File: config.mk
export PLATFORM = sky130hd
export DESIGN_NAME = ltr_ram
export DESIGN_NICKNAME = d
export VERILOG_FILES = /design/src/design/ltr_ram.sv
export SDC_FILE = /design/constraint.sdc
export NUM_CORES = 2
export LEC_CHECK = 0
export BUFFER_PORTS_ARGS = -buffer_cell sky130_fd_sc_hd__buf_4
export CAP_MARGIN = 40
export CORE_MARGIN = 4
export CORE_UTILIZATION = 45
export CTS_BUF_LIST = sky130_fd_sc_hd__clkbuf_8 sky130_fd_sc_hd__clkbuf_16
export CTS_CLUSTER_DIAMETER = 80
export DETAILED_ROUTE_END_ITERATION = 12
export GPL_TIMING_DRIVEN = 0
export PLACE_DENSITY_LB_ADDON = 0.1
export SETUP_SLACK_MARGIN = 0.02
export SYNTH_ARGS = -nofsm -noshare
export SYNTH_HDL_FRONTEND = slang
export SYNTH_SLANG_ARGS = --single-unit
File: constraint.sdc
create_clock -name clock -period 3.2 [get_ports clock]
set_input_delay 0.64 -clock clock [delete_from_list [all_inputs] [get_ports clock]]
set_output_delay 0.64 -clock clock [all_outputs]
set_load 0.01 [all_outputs]
File: src/design/ltr_ram.sv
`timescale 1ns / 1ps
// ----------------------------------------------------------------------------
// ltr_ram
// Generic single-write, single-read RAM with registered read data.
// ----------------------------------------------------------------------------
module ltr_ram #(
   parameter int WIDTH = 8,
   parameter int DEPTH = 256
) (
   input  logic                     clock,
   input  logic                     wr_en,
   input  logic [$clog2(DEPTH)-1:0] wr_addr,
   input  logic [WIDTH-1:0]         wr_data,
   input  logic                     rd_en,
   input  logic [$clog2(DEPTH)-1:0] rd_addr,
   output logic [WIDTH-1:0]         rd_data
);

   logic [WIDTH-1:0] mem [DEPTH];
   logic [WIDTH-1:0] rd_data_ff;

   always_ff @(posedge clock) begin
      if (wr_en) begin
         mem[wr_addr] <= wr_data;
      end
      if (rd_en) begin
         rd_data_ff <= mem[rd_addr];
      end
   end

   assign rd_data = rd_data_ff;

endmodule

# After elaboration in Yosys (flattened, before gate mapping)
# Memory sizes are Yosys's and may differ from the RTL's. A register that Yosys moved wholly into a read port is not among the register bits.
# Index checks and enable logic that the tools add are counted.
# word_totals
ff_bits	0
ram_bits	2048
inputBits	27
out_inout_bits	8
wordCells	3
memories	1
# memory_table
name	depth	word_bits	rd	rd_ports_with_merged_regs	write_ports	line	text
mem	256	8	1	1	1	19	logic [WIDTH-1:0] mem [DEPTH];
# classes
n_mux	2
# ops
op	count
1-bit 2-to-1 mux	2

# Logic depth before layout (Yosys ltp)
# depth
ltp_word	2
mapped_depth	11
depth_no_buf	6

# Worst setup path before layout
# OpenSTA, ideal clock, no wires.
# synth_timing
kind	in2reg
from	input rd_addr[0]
to	register rd_data_ff[2], in the netlist rd_data[2] (read register of mem) (data pin)
setup_time_ns	0.269
arrival_time_ns	2.447
t_required_ns	2.931
path_slack_ns	0.484
path_stages	9
n_path_buf	4
cell_sequence	buf_6 -> buf_12 -> buf_8 -> buf_2 -> mux4_2 -> a22oi_1 -> a21oi_1 -> nor4_1 -> nor4_2
# synth_lines
item	line	text
from (decl)	15	input logic [$clog2(DEPTH)-1:0] rd_addr,
to (decl)	20	logic [WIDTH-1:0] rd_data_ff;

# Worst setup path after layout
# layout_timing
from	input wr_addr[0]
to	memory mem[181][4], enable pin
# layout_lines
item	line	text
from (decl)	12	input logic [$clog2(DEPTH)-1:0] wr_addr,
to (decl)	19	
# Straight into the memory's write port.

==> results.toml <==
[finish]
drive_gt1_frac = 0.272
nNetsFinal = 4182
final_cells = 6671
area_delta_synth_final_pct = 15.5
final_cell_area_um2 = 92000
mostFrequentLayoutCell = "edfxtp_1"
fin_util = 0.522
final_cell_mix = "edfxtp_1 (2056), mux4_2 (454), nor2_1 (270)"

[timing]
finalCriticalPeriod_ps = 3250
fin_skew_ps = 44.5
maxSlewViolCount = 0
finalHoldViolations = 0
fin_crit_sh = 1.02
finalSetupTns_ps = -1610
finalSetupViolCount = 56
worst_slack_ps = -52.4
worst_pin_slew_ps = 1110
grt_setup_unrepaired = "true"
relSlewSlack = 0.259
fmax_mhz = 307

[setup_path]
path_cells = "clkbuf_1 -> nor2b_1 -> clkbuf_1 -> nand3_1 -> clkbuf_2 -> buf_16 -> nor2_1"
crit_top_cell = "clkbuf_1"
criticalPathCategory = "in -> reg"
startpoint_type = "primary input"
end_kind = "flip-flop"
crit_fanout = 10
r2r-end = "rd_data[4]"
cp.required_ps = 3680
crit_arrival_ps = 3730
critPathLaunch = "wr_addr[0]"
worst_path_max_delay_cell = "nand3_1"
r2r-start = "mem[136][4]"
ff2ff_setup_slack_ps = 340
critPathBufInv = 4
cp_top_family = "buffers and inverters"
rr_worst_depth = 7
critical-path-max-stage-delay_ps = 690

[die]
start_util = 0.452
dieHeight_um = 429
die_w_um = 429
core_region_area_um2 = 176000
dieArea_um2 = 184000
io_pins = 35
placementRows = 154

[cts]
clk_latency_ps = 870
htree_levels = 4
cts_buffers = 211
cts_tree = "done"
clock_path_buffers = 3
cts-root-buf = "clkbuf_16"
path_clk_slew_ps = 60
cts_sinks = 2056
cts_hold_buf = 0

[synthesis]
syn-num-nets = 3760
syn_area_per_cell_um2 = 21.3
synth-main-ff-cell = "edfxtp_1"
synthArstFlopShare = 0
synth-simple-area-share = 0.0263
synth_cell_types = 54
yosys.area_share.adder = 0
synth-compound-area-share = 0.0342
synth-seq-cells = 2056
netlist_instances = 3733
synth-xor-area-share = 0
seq_area_frac_synth = 0.775
synth-warning-count = 0
synth_edf_count = 2056
syn-cell-area_um2 = 79600
synthMuxAreaShare = 0.146
synth_top_family_by_area = "multiplexers"

[placed_design]
dp_cells = 6277
portBuffers = 27
gp_congestion = 0.893
place_area_um2 = 84900
hpwl_mm = 174

[power_and_ir_drop]
p_leak_nw = 29.0
power_density_nw_per_um2 = 621
max-vdd-ir-drop_mv = 0.570

[min_path]
hold_start = "rd_en"
hold_path_end = "rd_data[7]"
hp-class = "in -> reg"
hold_depth = 1

[drt]
drt_iter0_markers = 6265
dr.pass1.iters = 6
route.detailed.drc = 0
routed_wl_mm = 255
vias = 41968
ant_nets = 0
wl_per_cell_um = 38.2
vias_per_cell = 6.29

[global_routing]
grt_pass1_vias = 41418
antenna_found_initial = 16
grt_pass1_wl_mm = 347
grt-ovfl-total = 0
grt_usage = 0.276
grt_max_degree = 143

[outcome]
violations = "setup timing"
outcome = "finished, violations left"

[run]
drv_cap = 0
worst register-to-register path, cell delays in order, from the launching register on:
cell       delay, ps
edfxtp_1         360
mux4_2           510
mux4_2           550
nor2_1           260
a2111oi_2        120
nor3_1           480
nor4_1           170
buf_2            200
flip-flops by register name (all words and copies together) (netlist names):
| name | cells |
|---|---|
| mem | 2048 |
| rd_data | 8 |
area by class of cell:
type / count / area (um2)
Fill cell: 13902 / 84100
Sequential cell: 2056 / 61700
Multi-Input combinational cell: 1442 / 16700
Clock buffer: 212 / 5310
Tap cell: 2340 / 2930
Timing Repair Buffer: 211 / 2300
Buffer: 231 / 1550
Clock inverter: 171 / 1440
Antenna cell: 6 / 15.0
Inverter: 2 / 7.51
cells by family after synthesis:
kind of cell	after synthesis
compound gates	385
simple gates	466
flops	2056
buf+inv	235
mux	591
synthesized netlist by cell type, types with 13 or more instances:
cell	n	area, um2
buf_6	21	236
edfxtp_1	2056	61700
a21oi_1	96	480
clkbuf_1	111	417
buf_1	22	82.6
o221ai_1	46	403
a22oi_1	133	998
nand2_1	33	124
nand3_1	34	170
nor3_1	22	110
nor2_1	282	1060
nor4_1	24	150
buf_2	31	155
nor2b_1	31	194
a211oi_1	16	120
buf_8	13	195
mux2i_1	134	1340
o22ai_1	28	175
a221oi_1	13	114
buf_4	27	203
mux4_2	454	10200
repair_timing:
action,in CTS,in global routing
pin swaps,0,2
buffers inserted,0,4
gates resized for setup,68,41
setup endpoints to repair,17,86
per-layer routing:
metal | GRT usage | wire, um
met1 | 0.393 | 103000
met2 | 0.417 | 117000
met3 | 0.0585 | 23200
met4 | 0.115 | 11900
met5 | 0 | 108
worst max path at each step:
stage,endpoint,slack [ps],cells past startpoint
2_1_floorplan,rd_data[2],480,9
3_3_place_gp,rd_data[1],-2950,9
3_5_place_dp,rd_data[7],-1680,12
4_1_cts,rd_data[7],-180,13
5_1_grt,rd_data[7],2,11
6_report,mem[181][4],-50,7
report_power, final:
| part | internal (mW) | switching, mW |
|---|---|---|
| combinational | 1.09 | 2.31 |
| clock | 13.4 | 10.6 |
| sequential | 29.7 | 0.0159 |
| total | 44.2 | 12.9 |
through the flow:
stage	setup WS, ps	power (mW)	hold WS, ps
after floorplan	484	31.7	739
after detailed placement	-1680	33.6	937
after CTS	-179	57.4	16.1
final	-52.4	57.2	61.9
after global routing	1.63	58.7	44.0
after global placement	-2950	33.5	927
No activity file was read; power rests on OpenSTA's default activity.
