[config.mk]
export PLATFORM = sky130hd
export DESIGN_NAME = ltr_ring_alu
export DESIGN_NICKNAME = d
export VERILOG_FILES = /design/src/design/ltr_pkg.sv /design/src/design/ltr_ring_alu.sv
export SDC_FILE = /design/constraint.sdc
export NUM_CORES = 1
export LEC_CHECK = 0
export ABC_AREA = 1
export BUFFER_PORTS_ARGS = -buffer_cell sky130_fd_sc_hd__buf_2
export CELL_PAD_IN_SITES_DETAIL_PLACEMENT = 1
export CELL_PAD_IN_SITES_GLOBAL_PLACEMENT = 2
export CORE_MARGIN = 2
export CORE_UTILIZATION = 23
export DETAILED_ROUTE_END_ITERATION = 10
export PLACE_DENSITY_LB_ADDON = 0.2
export SLEW_MARGIN = 15
export SYNTH_ARGS = -nofsm -noshare
export SYNTH_HDL_FRONTEND = slang
export SYNTH_SLANG_ARGS = --single-unit
[constraint.sdc]
create_clock -name vclk -period 1.2
set_input_delay 0.06 -clock vclk [all_inputs]
set_output_delay 0.06 -clock vclk [all_outputs]
set_load 0.01 [all_outputs]
[src/design/ltr_pkg.sv]
`timescale 1ns / 1ps
// ----------------------------------------------------------------------------
// ltr_pkg
// Shared types, codes and constants of the log trace ring.
// ----------------------------------------------------------------------------
package ltr_pkg;

   // default sizes
   localparam int RING_BYTES_DEF = 8192;
   localparam int LINE_LIMIT_DEF = 200;

   // field widths
   localparam int BYTE_W      = 8;
   localparam int COUNT_W     = 14;
   localparam int REQ_TDATA_W = 40;
   localparam int RSP_TDATA_W = 24;

   // characters of interest
   localparam logic [BYTE_W-1:0] CH_ESC      = 8'h1B;
   localparam logic [BYTE_W-1:0] CH_CSI      = 8'h5B;
   localparam logic [BYTE_W-1:0] CH_FINAL_LO = 8'h40;
   localparam logic [BYTE_W-1:0] CH_FINAL_HI = 8'h7E;
   localparam logic [BYTE_W-1:0] CH_NL       = 8'h0A;

   typedef enum logic [1:0] {
      CMD_APPEND    = 2'd0,
      CMD_CHUNK_END = 2'd1,
      CMD_SNAPSHOT  = 2'd2,
      CMD_READ      = 2'd3
   } cmd_type;

   typedef enum logic [1:0] {
      KIND_COUNT = 2'd0,
      KIND_DATA  = 2'd1,
      KIND_NONE  = 2'd2
   } kind_type;

   typedef enum logic {
      ALU_ADD = 1'b0,
      ALU_DEC = 1'b1
   } alu_op_type;

   typedef struct packed {
      logic              append;
      logic              chunk_end;
      logic [BYTE_W-1:0] data;
   } filt_req_type;

endpackage

[src/design/ltr_ring_alu.sv]
`timescale 1ns / 1ps
// ----------------------------------------------------------------------------
// ltr_ring_alu
// Shared ring address unit: modular add or wrapping decrement.
// ----------------------------------------------------------------------------
module ltr_ring_alu #(
   parameter int RING_BYTES = ltr_pkg::RING_BYTES_DEF
) (
   input  ltr_pkg::alu_op_type          op,
   input  logic [$clog2(RING_BYTES)-1:0] base,
   input  logic [$clog2(RING_BYTES)-1:0] off,
   output logic [$clog2(RING_BYTES)-1:0] res,
   output logic                          wrap
);

   localparam int AW = $clog2(RING_BYTES);
   localparam logic [AW:0] RING_W = (AW+1)'(RING_BYTES);

   logic [AW:0] sum;

   always_comb begin
      sum  = {1'b0, base} + {1'b0, off};
      wrap = 1'b0;
      unique case (op)
         ltr_pkg::ALU_ADD: begin
            wrap = (sum >= RING_W);
            res  = wrap ? AW'(sum - RING_W) : AW'(sum);
         end
         ltr_pkg::ALU_DEC: begin
            res = (base == '0) ? AW'(RING_BYTES - 1) : base - 1'b1;
         end
         default: begin
            res = base;
         end
      endcase
   end

endmodule

Word-level counts from Yosys, hierarchy flattened
Cells that the tools add are included.
{"block": "classes", "n_addsub": 3, "mul": 0, "div": 0, "magnitude_cmp": 1, "n_eq_ne": 0, "shifts": 0, "mux": 4, "bitwise": 1, "reduce_logical": 1}
{"op": "two-way mux 13 bit", "n": 2}
{"op": "one-hot mux 13 bit (2 select lines)", "n": 1}
{"op": "subtractor 13 x 1 -> 13 bit, second input constant", "n": 2}
{"op": "adder 13 x 13 -> 14 bit", "n": 1}
{"op": "greater-or-equal comparator 14 bit, second input constant", "n": 1}
{"op": "logical NOT 13 bit", "n": 1}
{"op": "two-way mux 1 bit", "n": 1}
{"op": "NOT 1 bit", "n": 1}
{"block": "word_totals", "ff_bits": 0, "latchBits": 0, "ram_bits": 0, "romBits": 0, "in_bits": 27, "output_inout_bits": 14, "elab_cells": 10, "memories": 0}

Longest topological paths before layout
{"block": "depth", "word_depth": 4, "mapped_depth": 12, "ltp_nobuf": 12}

Worst setup path after synthesis
No wires, ideal clock.
{"block": "synth_path", "path_kind": "in2out", "startpoint": "in base[0]", "endpoint": "out res[8]", "t_arrival_ns": 1.289, "required_time_ns": 1.140, "path_slack_ns": -0.149, "stages": 12, "n_path_buf": 0, "cell_sequence": "ha_1 -> inv_1 -> fa_1 -> inv_1 -> nand3_1 -> nand3_1 -> nand2_1 -> nand3_1 -> nand2_1 -> nand2_1 -> nand2_1 -> nand2_1"}
{"block": "synth_via", "elab_chain_len": 4, "word_cells_on_any_way": 8, "classes_between": "add/sub (3); order compare (1); mux (3); reduce/logical (1)"}
{"element": "from (decl)", "line": "ltr_ring_alu.sv:10", "text": "input logic [$clog2(RING_BYTES)-1:0] base,"}
{"element": "adder 13 x 13 -> 14 bit", "line": "ltr_ring_alu.sv:22", "text": "sum = {1'b0, base} + {1'b0, off};"}
{"element": "subtractor 13 x 1 -> 13 bit / greater-or-equal comparator 14 bit (equally long branches)", "line": "ltr_ring_alu.sv:27, ltr_ring_alu.sv:26"}
{"element": "two-way mux 13 bit", "line": "ltr_ring_alu.sv:27", "text": "res = wrap ? AW'(sum - RING_W) : AW'(sum);"}
{"element": "one-hot mux 13 bit (2 select lines) *", "line": "ltr_ring_alu.sv:24", "text": "unique case (op)"}
{"element": "to (decl)", "line": "ltr_ring_alu.sv:12", "text": "output logic [$clog2(RING_BYTES)-1:0] res,"}
Every way passes the cells marked *; elsewhere a longest branch is shown, timed or not.

Final worst setup path
{"block": "layout_path", "startpoint": "in base[7]", "endpoint": "out res[12]"}
The elaborated chain is that of the path after synthesis.

==> results.cfg <==
[placed_design]
dp_hpwl_um = 4250
dp_slack_ns = -0.369
gp_congestion = 0.834
io_buffers = 41

[finish]
fin_nets = 379
final_cell_mix = 60 x nand2_1, 52 x buf_4, 32 x inv_1, 30 x buf_2, 22 x nand2_2
areaGrowthSynthToFinish_pct = 105
seq_cells = 0
nClkBuffers = 0
antenna_cells = 0
layout_commonest_cell = nand2_1
seqCellArea_um2 = 0
drive_gt1_share_pct = 57.0

[routing]
wl_met2_um = 2830
vias_per_cell = 4.52
ant_nets = 0
drtIter0Drc = 41
routed.top_layer = met3
drt_pre_antenna_iters = 4
drc = 0
vias = 1830
wl_met1_um = 2630
wire_per_inst_um = 13.6
wirelength_um = 5510
wl_met3_um = 57

[timing]
fin_setup_tns_ns = -2.24
fmax_mhz = 676
rsz0062_at_grt = true
tightest_slew_ns = 0.209
min_period_ns = 1.48
slew_viol_final = 0
finalHoldViolCount = 0
slew_headroom_pct = 86.0
holdWs_ns = 0.533
finalSetupViolCount = 13
post-route-period-util_pct = 123
final.setup.worst_slack_ns = -0.280

[setup_path]
crit_top_cell = nand2_1
crit_type = in -> out
crit_chain = buf_4, ha_4, nand2_1, inv_1, nand2_1, nand2_1, nand2_1, nand4_1, nand3_1, nand2_1, buf_2
cp_max_fo = 4
required_ns = 1.14
crit_path_top_delay_cell = ha_4
cp.arrival_ns = 1.42
max_stage_delay_ns = 0.26
critPathLaunchType = input port
end_kind = output pin

[global_routing]
grt_max_degree = 11
antenna_found_initial = 0
gr-total-overflow = 0
grt_first_pass_wirelength_um = 8850
grtUsageTotal_pct = 18.3
grt_pass1_vias = 1870

[run_status]
status = complete, but fails checks
violations = setup timing

[job]
max_cap_violations = 0

[synth]
synth_warnings = 0
synth_cell_type_count = 28
syn_area_um2 = 1230
synthCells = 240
ys_seq_area_share_pct = 0
syn_area_per_cell_um2 = 5.12
syn-num-nets = 282

[power_and_ir_drop]
p_total_mw = 1.17
peakVddDrop_v = 0.000210
pwr_density_cell_nw_per_um2 = 466
power.leakage_nw = 1.30

[worst_hold_path]
hold_class = in -> out

[floorplanning]
fp.coreArea_um2 = 5140
initial_core_util_pct = 23.9
dieArea_um2 = 5950
fp-row-count = 26
die_w_um = 77.1
die_h_um = 77.1
top_level_ports = 41

[clocking]
cts-hold-fix-buffers = 0
[through the flow]
stage / utilization [%] / area (µm²) / instances
after floorplan: - / 1260 / 240
after global placement: 36.5 / 1880 / 393
after detailed placement: 36.5 / 1880 / 393
after CTS: 45.8 / 2350 / 399
after global routing: 49.0 / 2520 / 405
final: 49.0 / 2520 / 405
[area by class of cell]
class / count / area, µm²
fillers: 703 / 2620
inverters: 41 / 161
multi-input cells: 197 / 1560
well taps: 70 / 87.6
repair buffers: 97 / 713
[report_power, final]
| part | switching [mW] | internal [mW] |
|---|---|---|
| Clock | 0 | 0 |
| Sequential | 0 | 0 |
| Combinational | 0.613 | 0.561 |
| Total | 0.613 | 0.561 |
[path summary, 6_finish.rpt]
path | start | endpoint | slack, ns | cells after the start
hold / removal | base[12] | res[12] | 0.53 | 6
setup / recovery | base[7] | res[12] | -0.28 | 11
[layer usage]
layer,vias to the layer above,global-route usage (%)
met2,17,33.9
met3,0,0
met5,-,0
met4,0,0
li1,948,-
met1,865,25.3
[synth_stat cells (all sizes together)]
| library cell | count | share of area, % |
|---|---|---|
| nor2 | 29 | 10 |
| mux2i | 1 | 0.81 |
| nand3b | 1 | 0.61 |
| inv | 40 | 12 |
| and2 | 1 | 0.51 |
| buf | 2 | 0.81 |
| clkinv | 1 | 0.30 |
| xnor2 | 2 | 1.4 |
| o21a | 1 | 0.61 |
| o21ai | 5 | 2.0 |
| a21oi | 10 | 4.7 |
| ha | 14 | 14 |
| o21bai | 2 | 1.2 |
| and3 | 1 | 0.61 |
| nor3 | 2 | 0.81 |
| nand4 | 6 | 3.1 |
| xor2 | 6 | 4.3 |
| a31oi | 2 | 1.0 |
| fa | 1 | 1.6 |
| nand2 | 90 | 28 |
| nand3 | 23 | 11 |
[timing repair]
| item | in CTS | in global routing |
|---|---|---|
| gates resized for setup | 100 | 29 |
| pin swaps | 30 | 19 |
| setup endpoints to repair | 13 | 13 |
| setup buffers | 7 | 7 |
[critical path: cells and delay by family]
| family | cells | cell delay (ns) |
|---|---|---|
| adder cells (fa/ha/maj) | 1 | 0.26 |
| buffers and inverters | 3 | 0.34 |
| AND/OR/NAND/NOR | 7 | 0.75 |
[logic make-up (layout without fill, tap and decap cells)]
group / Yosys count / in the layout / share of synthesized area (%)
buffers and inverters: 43 / 138 / 13.3
multiplexers: 1 / 1 / 0.814
AND/OR/NAND/NOR: 153 / 153 / 54.7
XOR/XNOR: 8 / 8 / 5.70
adder cells (fa/ha/maj): 15 / 15 / 15.9
AO/OA/AOI/OAI: 20 / 20 / 9.56
Note: power is estimated with default switching activity, not from simulation.
