File: src/design/ltr_pkg.sv
`timescale 1ns / 1ps
// ----------------------------------------------------------------------------
// ltr_pkg
// Shared types, codes and constants of the log trace ring.
// ----------------------------------------------------------------------------
package ltr_pkg;

   // default sizes
   localparam int RING_BYTES_DEF = 8192;
   localparam int LINE_LIMIT_DEF = 200;

   // field widths
   localparam int BYTE_W      = 8;
   localparam int COUNT_W     = 14;
   localparam int REQ_TDATA_W = 40;
   localparam int RSP_TDATA_W = 24;

   // characters of interest
   localparam logic [BYTE_W-1:0] CH_ESC      = 8'h1B;
   localparam logic [BYTE_W-1:0] CH_CSI      = 8'h5B;
   localparam logic [BYTE_W-1:0] CH_FINAL_LO = 8'h40;
   localparam logic [BYTE_W-1:0] CH_FINAL_HI = 8'h7E;
   localparam logic [BYTE_W-1:0] CH_NL       = 8'h0A;

   typedef enum logic [1:0] {
      CMD_APPEND    = 2'd0,
      CMD_CHUNK_END = 2'd1,
      CMD_SNAPSHOT  = 2'd2,
      CMD_READ      = 2'd3
   } cmd_type;

   typedef enum logic [1:0] {
      KIND_COUNT = 2'd0,
      KIND_DATA  = 2'd1,
      KIND_NONE  = 2'd2
   } kind_type;

   typedef enum logic {
      ALU_ADD = 1'b0,
      ALU_DEC = 1'b1
   } alu_op_type;

   typedef struct packed {
      logic              append;
      logic              chunk_end;
      logic [BYTE_W-1:0] data;
   } filt_req_type;

endpackage

File: src/design/ltr_esc_filter.sv
`timescale 1ns / 1ps
// ----------------------------------------------------------------------------
// ltr_esc_filter
// Per-chunk line limit and ANSI escape removal; flags bytes to keep.
// ----------------------------------------------------------------------------
module ltr_esc_filter #(
   parameter int LINE_LIMIT = ltr_pkg::LINE_LIMIT_DEF
) (
   input  logic                 clock,
   input  logic                 reset,
   input  ltr_pkg::filt_req_type req,
   output logic                 keep
);

   localparam int CW = $clog2(LINE_LIMIT);
   localparam logic [CW-1:0] LIMIT_M1 = CW'(LINE_LIMIT - 1);

   typedef enum logic [2:0] {
      PH_TEXT = 3'b001,
      PH_ESC  = 3'b010,
      PH_CSI  = 3'b100
   } phase_type;

   logic [CW-1:0] cnt_ff, cnt_in;
   phase_type     phase_ff, phase_in;

   always_comb begin
      cnt_in   = cnt_ff;
      phase_in = phase_ff;
      keep     = 1'b0;
      if (req.chunk_end) begin
         cnt_in   = '0;
         phase_in = PH_TEXT;
      end else if (req.append && (cnt_ff < LIMIT_M1)) begin
         cnt_in = cnt_ff + 1'b1;
         unique case (phase_ff)
            PH_ESC: begin
               phase_in = (req.data == ltr_pkg::CH_CSI) ? PH_CSI : PH_TEXT;
            end
            PH_CSI: begin
               if ((req.data >= ltr_pkg::CH_FINAL_LO) &&
                   (req.data <= ltr_pkg::CH_FINAL_HI)) begin
                  phase_in = PH_TEXT;
               end
            end
            PH_TEXT: begin
               if (req.data == ltr_pkg::CH_ESC) begin
                  phase_in = PH_ESC;
               end else begin
                  keep = 1'b1;
               end
            end
            default: begin
               phase_in = PH_TEXT;
            end
         endcase
      end
   end

   always_ff @(posedge clock) begin
      if (reset) begin
         cnt_ff   <= '0;
         phase_ff <= PH_TEXT;
      end else begin
         cnt_ff   <= cnt_in;
         phase_ff <= phase_in;
      end
   end

endmodule

File: config.mk
export PLATFORM = sky130hd
export DESIGN_NAME = ltr_esc_filter
export DESIGN_NICKNAME = d
export VERILOG_FILES = /design/src/design/ltr_pkg.sv /design/src/design/ltr_esc_filter.sv
export SDC_FILE = /design/constraint.sdc
export NUM_CORES = 1
export LEC_CHECK = 0
export ABC_AREA = 1
export BUFFER_PORTS_ARGS = -buffer_cell sky130_fd_sc_hd__buf_4
export CAP_MARGIN = 10
export CORE_MARGIN = 2
export CORE_UTILIZATION = 46
export CTS_CLUSTER_SIZE = 40
export DETAILED_ROUTE_END_ITERATION = 16
export PLACE_DENSITY_LB_ADDON = 0.2
export SYNTH_ARGS = -nofsm -noshare
export SYNTH_HDL_FRONTEND = slang
export SYNTH_SLANG_ARGS = --single-unit
File: constraint.sdc
create_clock -name clock -period 2.1 [get_ports clock]
set_clock_uncertainty 0.2 [all_clocks]
set_input_delay 0 -clock clock [delete_from_list [all_inputs] [get_ports clock]]
set_output_delay 0 -clock clock [all_outputs]
set_load 0.01 [all_outputs]
# --- Word-level counts from Yosys, hierarchy flattened ---
# Cells that the tools add are included.
totals:
  reg_bits: 11
  word_cells: 25
classes:
  reduce_logical: 4
  add_sub_neg: 1
  n_mux: 8
  eq_ne: 7
  magnitude_cmp: 3
ops:
  columns: ["cell", "count"]
  rows:
  - ["3-bit two-way mux", 3]
  - ["3-bit case mux with 3 select lines", 1]
  - ["8-bit by 1-bit adder with 8-bit output (second input constant)", 1]
  - ["8-bit by 5-bit equality test with 1-bit output (second input constant)", 1]
  - ["8-bit by 7-bit equality test with 1-bit output (second input constant)", 1]
  - ["8-bit by 7-bit >= comparator with 1-bit output (second input constant)", 1]
  - ["8-bit by 7-bit <= comparator with 1-bit output (second input constant)", 1]
  - ["8-bit < comparator (second input constant)", 1]
  - ["1-bit two-way mux", 4]
  - ["2-bit != test (second input constant)", 2]
  - ["3-bit by 1-bit equality test with 1-bit output (second input constant)", 1]
  - ["3-bit by 2-bit equality test with 1-bit output (second input constant)", 1]
  - ["3-bit equality test (second input constant)", 1]
  - ["3-bit AND reduction", 1]
  - ["1-bit logical AND", 2]
  - ["2-bit OR reduction", 1]

# --- Longest topological paths before layout ---
depth:
  depth_word: 5
  depth_mapped: 10

# --- Least setup slack after synthesis ---
# OpenSTA, ideal clock, no wires.
synth_timing:
  path_kind: "register to register"
  startpoint: "reg cnt_ff[0]"
  endpoint: "reg cnt_ff[2]"
  n_path_buf: 1
  required_ns: 1.787
  slack_ns: 0.620
  setup_time_ns: 0.113
  synth_period_minus_slack_ns: 1.480
  arrival_ns: 1.167
  path_stages_with_launch: 11
  path_cell_list: "dfxtp_1 > ha_1 > nand2_1 > nand3_1 > nand2_2 > nand2_4 > inv_4 > buf_6 > nand3_1 > nand2_1 > a21oi_2"
synth_between:
  elab_chain_cells: 2
  elab_cells_between_ends: 3
  cone_classes: "add/sub: 1; order compare: 1; reduce/logical: 1"
synth_lines:
  columns: ["item", "line_no", "text"]
  rows:
  - ["start, declared", "ltr_esc_filter.sv:24", "logic [CW-1:0] cnt_ff, cnt_in;"]
  - ["start signal, assigned", "ltr_esc_filter.sv:65", "cnt_ff <= cnt_in;"]
  - ["8-bit < comparator", "ltr_esc_filter.sv:34", "end else if (req.append && (cnt_ff < LIMIT_M1)) begin"]
  - ["1-bit logical AND", "ltr_esc_filter.sv:34", null]
# Several ways; a longest one is shown, not always the timed one.
# A chain may end at the register's enable or synchronous reset.

# --- Final worst setup path ---
layout_timing:
  startpoint: "in req[7] in the netlist's numbering"
  endpoint: "reg phase_ff[2]"
layout_between:
  elab_chain_cells: 4
  elab_cells_between_ends: 10
  cone_classes: "order compare: 2; eq/ne: 4; mux: 2; reduce/logical: 2"
layout_lines:
  columns: ["item", "line_no", "text"]
  rows:
  - ["start, declared", "ltr_esc_filter.sv:11", "input ltr_pkg::filt_req_type req,"]
  - ["8-bit by 7-bit >= comparator with 1-bit output or 8-bit by 7-bit <= comparator with 1-bit output (tied branches)", "ltr_esc_filter.sv:41, ltr_esc_filter.sv:42", null]
  - ["1-bit logical AND", "ltr_esc_filter.sv:41", "if ((req.data >= ltr_pkg::CH_FINAL_LO) &&"]
  - ["2-bit != test (no line)", null, null]
  - ["3-bit AND reduction (no line)", null, null]
  - ["end signal, assigned", "ltr_esc_filter.sv:66", "phase_ff <= phase_in;"]
  - ["end, declared", "ltr_esc_filter.sv:25", "phase_type phase_ff, phase_in;"]
# Several ways; a longest one is shown, not always the timed one.

==> flow_metrics.py <==
metrics = {
    "logic_synthesis": {
        "syn_nets": 117,
        "synth_area_leader_cell": "dfxtp_1",
        "synth.most_common_cell": "nand2_1",
        "synth_area_um2": 653.1,
        "synth_top_flop_cell": "dfxtp_1",
        "ys_ff_latch": 11,
        "yosysWarnings": 0,
        "ys_top_cells_by_area": "dfxtp_1 34%, nand2_1 16%, nor2_1 11%",
        "synthCells": 104,
        "ys_types": 18,
        "yosysSeqAreaShare_pct": 33.72,
        "ys_async_sr_fraction_pct": 0,
        "synth_top_area_share_pct": 33.72,
        "syn_avg_cell_area_um2": 6.280,
        "ys_top_cells_by_count": "28 x nand2_1, 20 x nor2_1, 15 x inv_1",
        "synth_edf_count": 0,
    },
    "sta": {
        "hold_viol": 0,
        "min_period_ns": 1.758,
        "relSlewSlack_pct": 64.74,
        "worstMarginPinSlew_ns": 0.5269,
        "setup_viol": 0,
        "fmax_ghz": 0.5689,
        "min_period_over_period_pct": 83.71,
        "rsz0062_at_grt": "no",
        "hold_ws_ns": 0.02786,
        "slew_violations": 0,
        "fin_setup_tns_ns": 0,
    },
    "routing": {
        "ant_nets": 0,
        "drc": 0,
        "vias": 697,
        "drt_wl_total_mm": 1.465,
        "vias_per_cell": 4.943,
        "wl_per_cell_um": 10.39,
        "drtIter0Drc": 19,
        "drt-pass1-iter-count": 4,
    },
    "final_layout": {
        "final_cells": 141,
        "diodes": 0,
        "multi_input_area_um2": 359.1,
        "fin_area_um2": 850.8,
        "nFillCells": 126,
        "area_delta_synth_final_pct": 30.27,
        "post_route_cells_drive_above_1_share_pct": 18.25,
        "final-seq-area_um2": 221.5,
        "fin_nets": 140,
    },
    "cts": {
        "cts_root_buffer": "clkbuf_4",
        "clkTransAtPathRegs_ns": 0.07,
        "clk_latency_ns": 0.27,
        "clock-sinks": 11,
        "cts_tree": "done",
        "numCtsBuffers": 3,
        "cts_max_level": 1,
        "cts_buffer_depth": 2,
    },
    "worst_setup_path": {
        "cpMaxStageDelayCell": "dlygate4sd3_1",
        "crit_chain": "dlygate4sd3_1 > buf_4 > nor2_1 > nand2_1 > nor2_1 > dlygate4sd3_1 > nand4_1 > a21oi_1",
        "startpoint_type": "input port",
        "critPathKind": "input port to register",
        "crit_family": "buffers and inverters",
        "crit_path_max_incr_delay_ns": 0.56,
        "path_buf_inv": 3,
        "endpoint_kind": "register",
        "crit_fanout": 2,
        "worstPathArrival_ns": 1.77,
        "cp_data_required_time_ns": 2.11,
    },
    "floorplanning": {
        "io_pins": 13,
        "fp-row-count": 13,
        "start_util_pct": 49.57,
        "core_um2": 1318,
        "die_height_um": 41.68,
        "dieArea_um2": 1737,
        "die_x_um": 41.68,
    },
    "worst_hold_path": {
        "holdCritPathClass": "input port to register",
    },
    "grt": {
        "grt.total_usage_pct": 19.29,
        "grt_max_degree": 13,
        "grt_pass1_wl_mm": 2.566,
        "grt_overflow": 0,
        "grt_pass1_vias": 655,
        "antenna_found_initial": 0,
    },
    "placement": {
        "placed_cell_area_um2": 750.7,
        "port_buffers": 12,
        "gp_congestion": 0.8517,
        "dp.final_hpwl_mm": 1.028,
        "dpl.cell_count": 130,
    },
    "power_and_ir_drop": {
        "ir_drop_v": 0.0003778,
        "p_per_area_nw_per_um2": 490.8,
        "power_leakage_nw": 0.3888,
    },
    "status": {
        "status": "finished, final reports clean",
    },
    "run": {
        "cap_violations": 0,
    },
}
==> power by group <==
group | leakage (nW) | internal [mW] | total [mW] | switching (mW)
Clock | 0.0150 | 0.0736 | 0.151 | 0.0774
Combinational | 0.285 | 0.0288 | 0.0547 | 0.0259
Sequential | 0.0893 | 0.210 | 0.212 | 0.00152
Total | 0.389 | 0.313 | 0.418 | 0.105
==> worst reg2reg max path, cell delays in order, from the launching register on <==
cell	delay [ns]
dfxtp_2	0.34
ha_1	0.22
nand2_1	0.09
nand3_1	0.11
nand2_2	0.11
buf_4	0.11
nand3_1	0.11
nor2_1	0.16
nand2_1	0.06
nand2_1	0.05
nor2_1	0.04
==> routing by layer <==
metal / global-route usage [%] / routed length (um) / up-vias
li1: - / - / 370
met3: 5.217 / 55 / 4
met5: 0 / 0 / -
met2: 34.06 / 735 / 19
met1: 21.68 / 654 / 304
met4: 7.742 / 19 / 0
==> what timing repair did <==
action / CTS / global route
hold endpoints to repair: 11 / 0
endpoints found under the setup margin: 0 / 1
resized for setup: 0 / 3
hold buffers: 7 / 0
buffers inserted: 0 / 1
==> layout by cell type (no fill, tap or decap), types with 2 or more instances in the layout <==
| master | n |
|---|---|
| a21oi_1 | 4 |
| a21oi_2 | 2 |
| buf_4 | 13 |
| clkbuf_4 | 3 |
| dfxtp_1 | 10 |
| dlygate4sd3_1 | 6 |
| inv_1 | 15 |
| nand2_1 | 28 |
| nand3_1 | 7 |
| nand4_1 | 3 |
| nor2_1 | 20 |
| nor3_1 | 3 |
| o21ai_0 | 2 |
| xor2_1 | 2 |
==> area by class of cell <==
type	instances	share of cell area (%)
multi-input cells	76	42.21
flip-flops and latches	11	26.03
repair buffers	19	18.53
inverters	16	7.941
clock buffers	4	3.088
well taps	15	2.206
==> worst paths after layout <==
| path | endpoint | slack, ns | depth (start not counted) | startpoint |
|---|---|---|---|---|
| worst max-delay path | phase_ff[2] | 0.34 | 8 | req[7] |
| worst min-delay path | phase_ff[0] | 0.03 | 9 | req[2] |
| worst max register to register | cnt_ff[6] | 0.41 | 10 | cnt_ff[0] |
| worst min register to register | cnt_ff[0] | 0.25 | 1 | cnt_ff[0] |
==> through the flow <==
stage | utilization (%) | power, mW | worst slack (ns)
6_report | 64.58 | 0.4176 | 0.3421
5_1_grt | 64.58 | 0.4437 | 0.2334
4_1_cts | 64.29 | 0.4148 | 0.05355
3_5_place_dp | 56.98 | 0.2623 | 0.4662
3_3_place_gp | 56.98 | 0.2613 | 0.5397
2_1_floorplan | - | 0.2405 | 0.6199
==> state kept, by name, summed over array words and instances (netlist names) <==
register  cells
cnt_ff        8
phase_ff      3
==> logic make-up after synthesis <==
| group | count (synthesis) | share of synthesized area, % |
|---|---|---|
| buf+inv | 17 | 11.30 |
| xor+xnor | 2 | 2.682 |
| simple gates | 64 | 42.34 |
| flops | 11 | 33.72 |
| fa+ha+maj | 1 | 1.915 |
| compound gates | 9 | 8.046 |
Power figures use the tool's default switching activity.
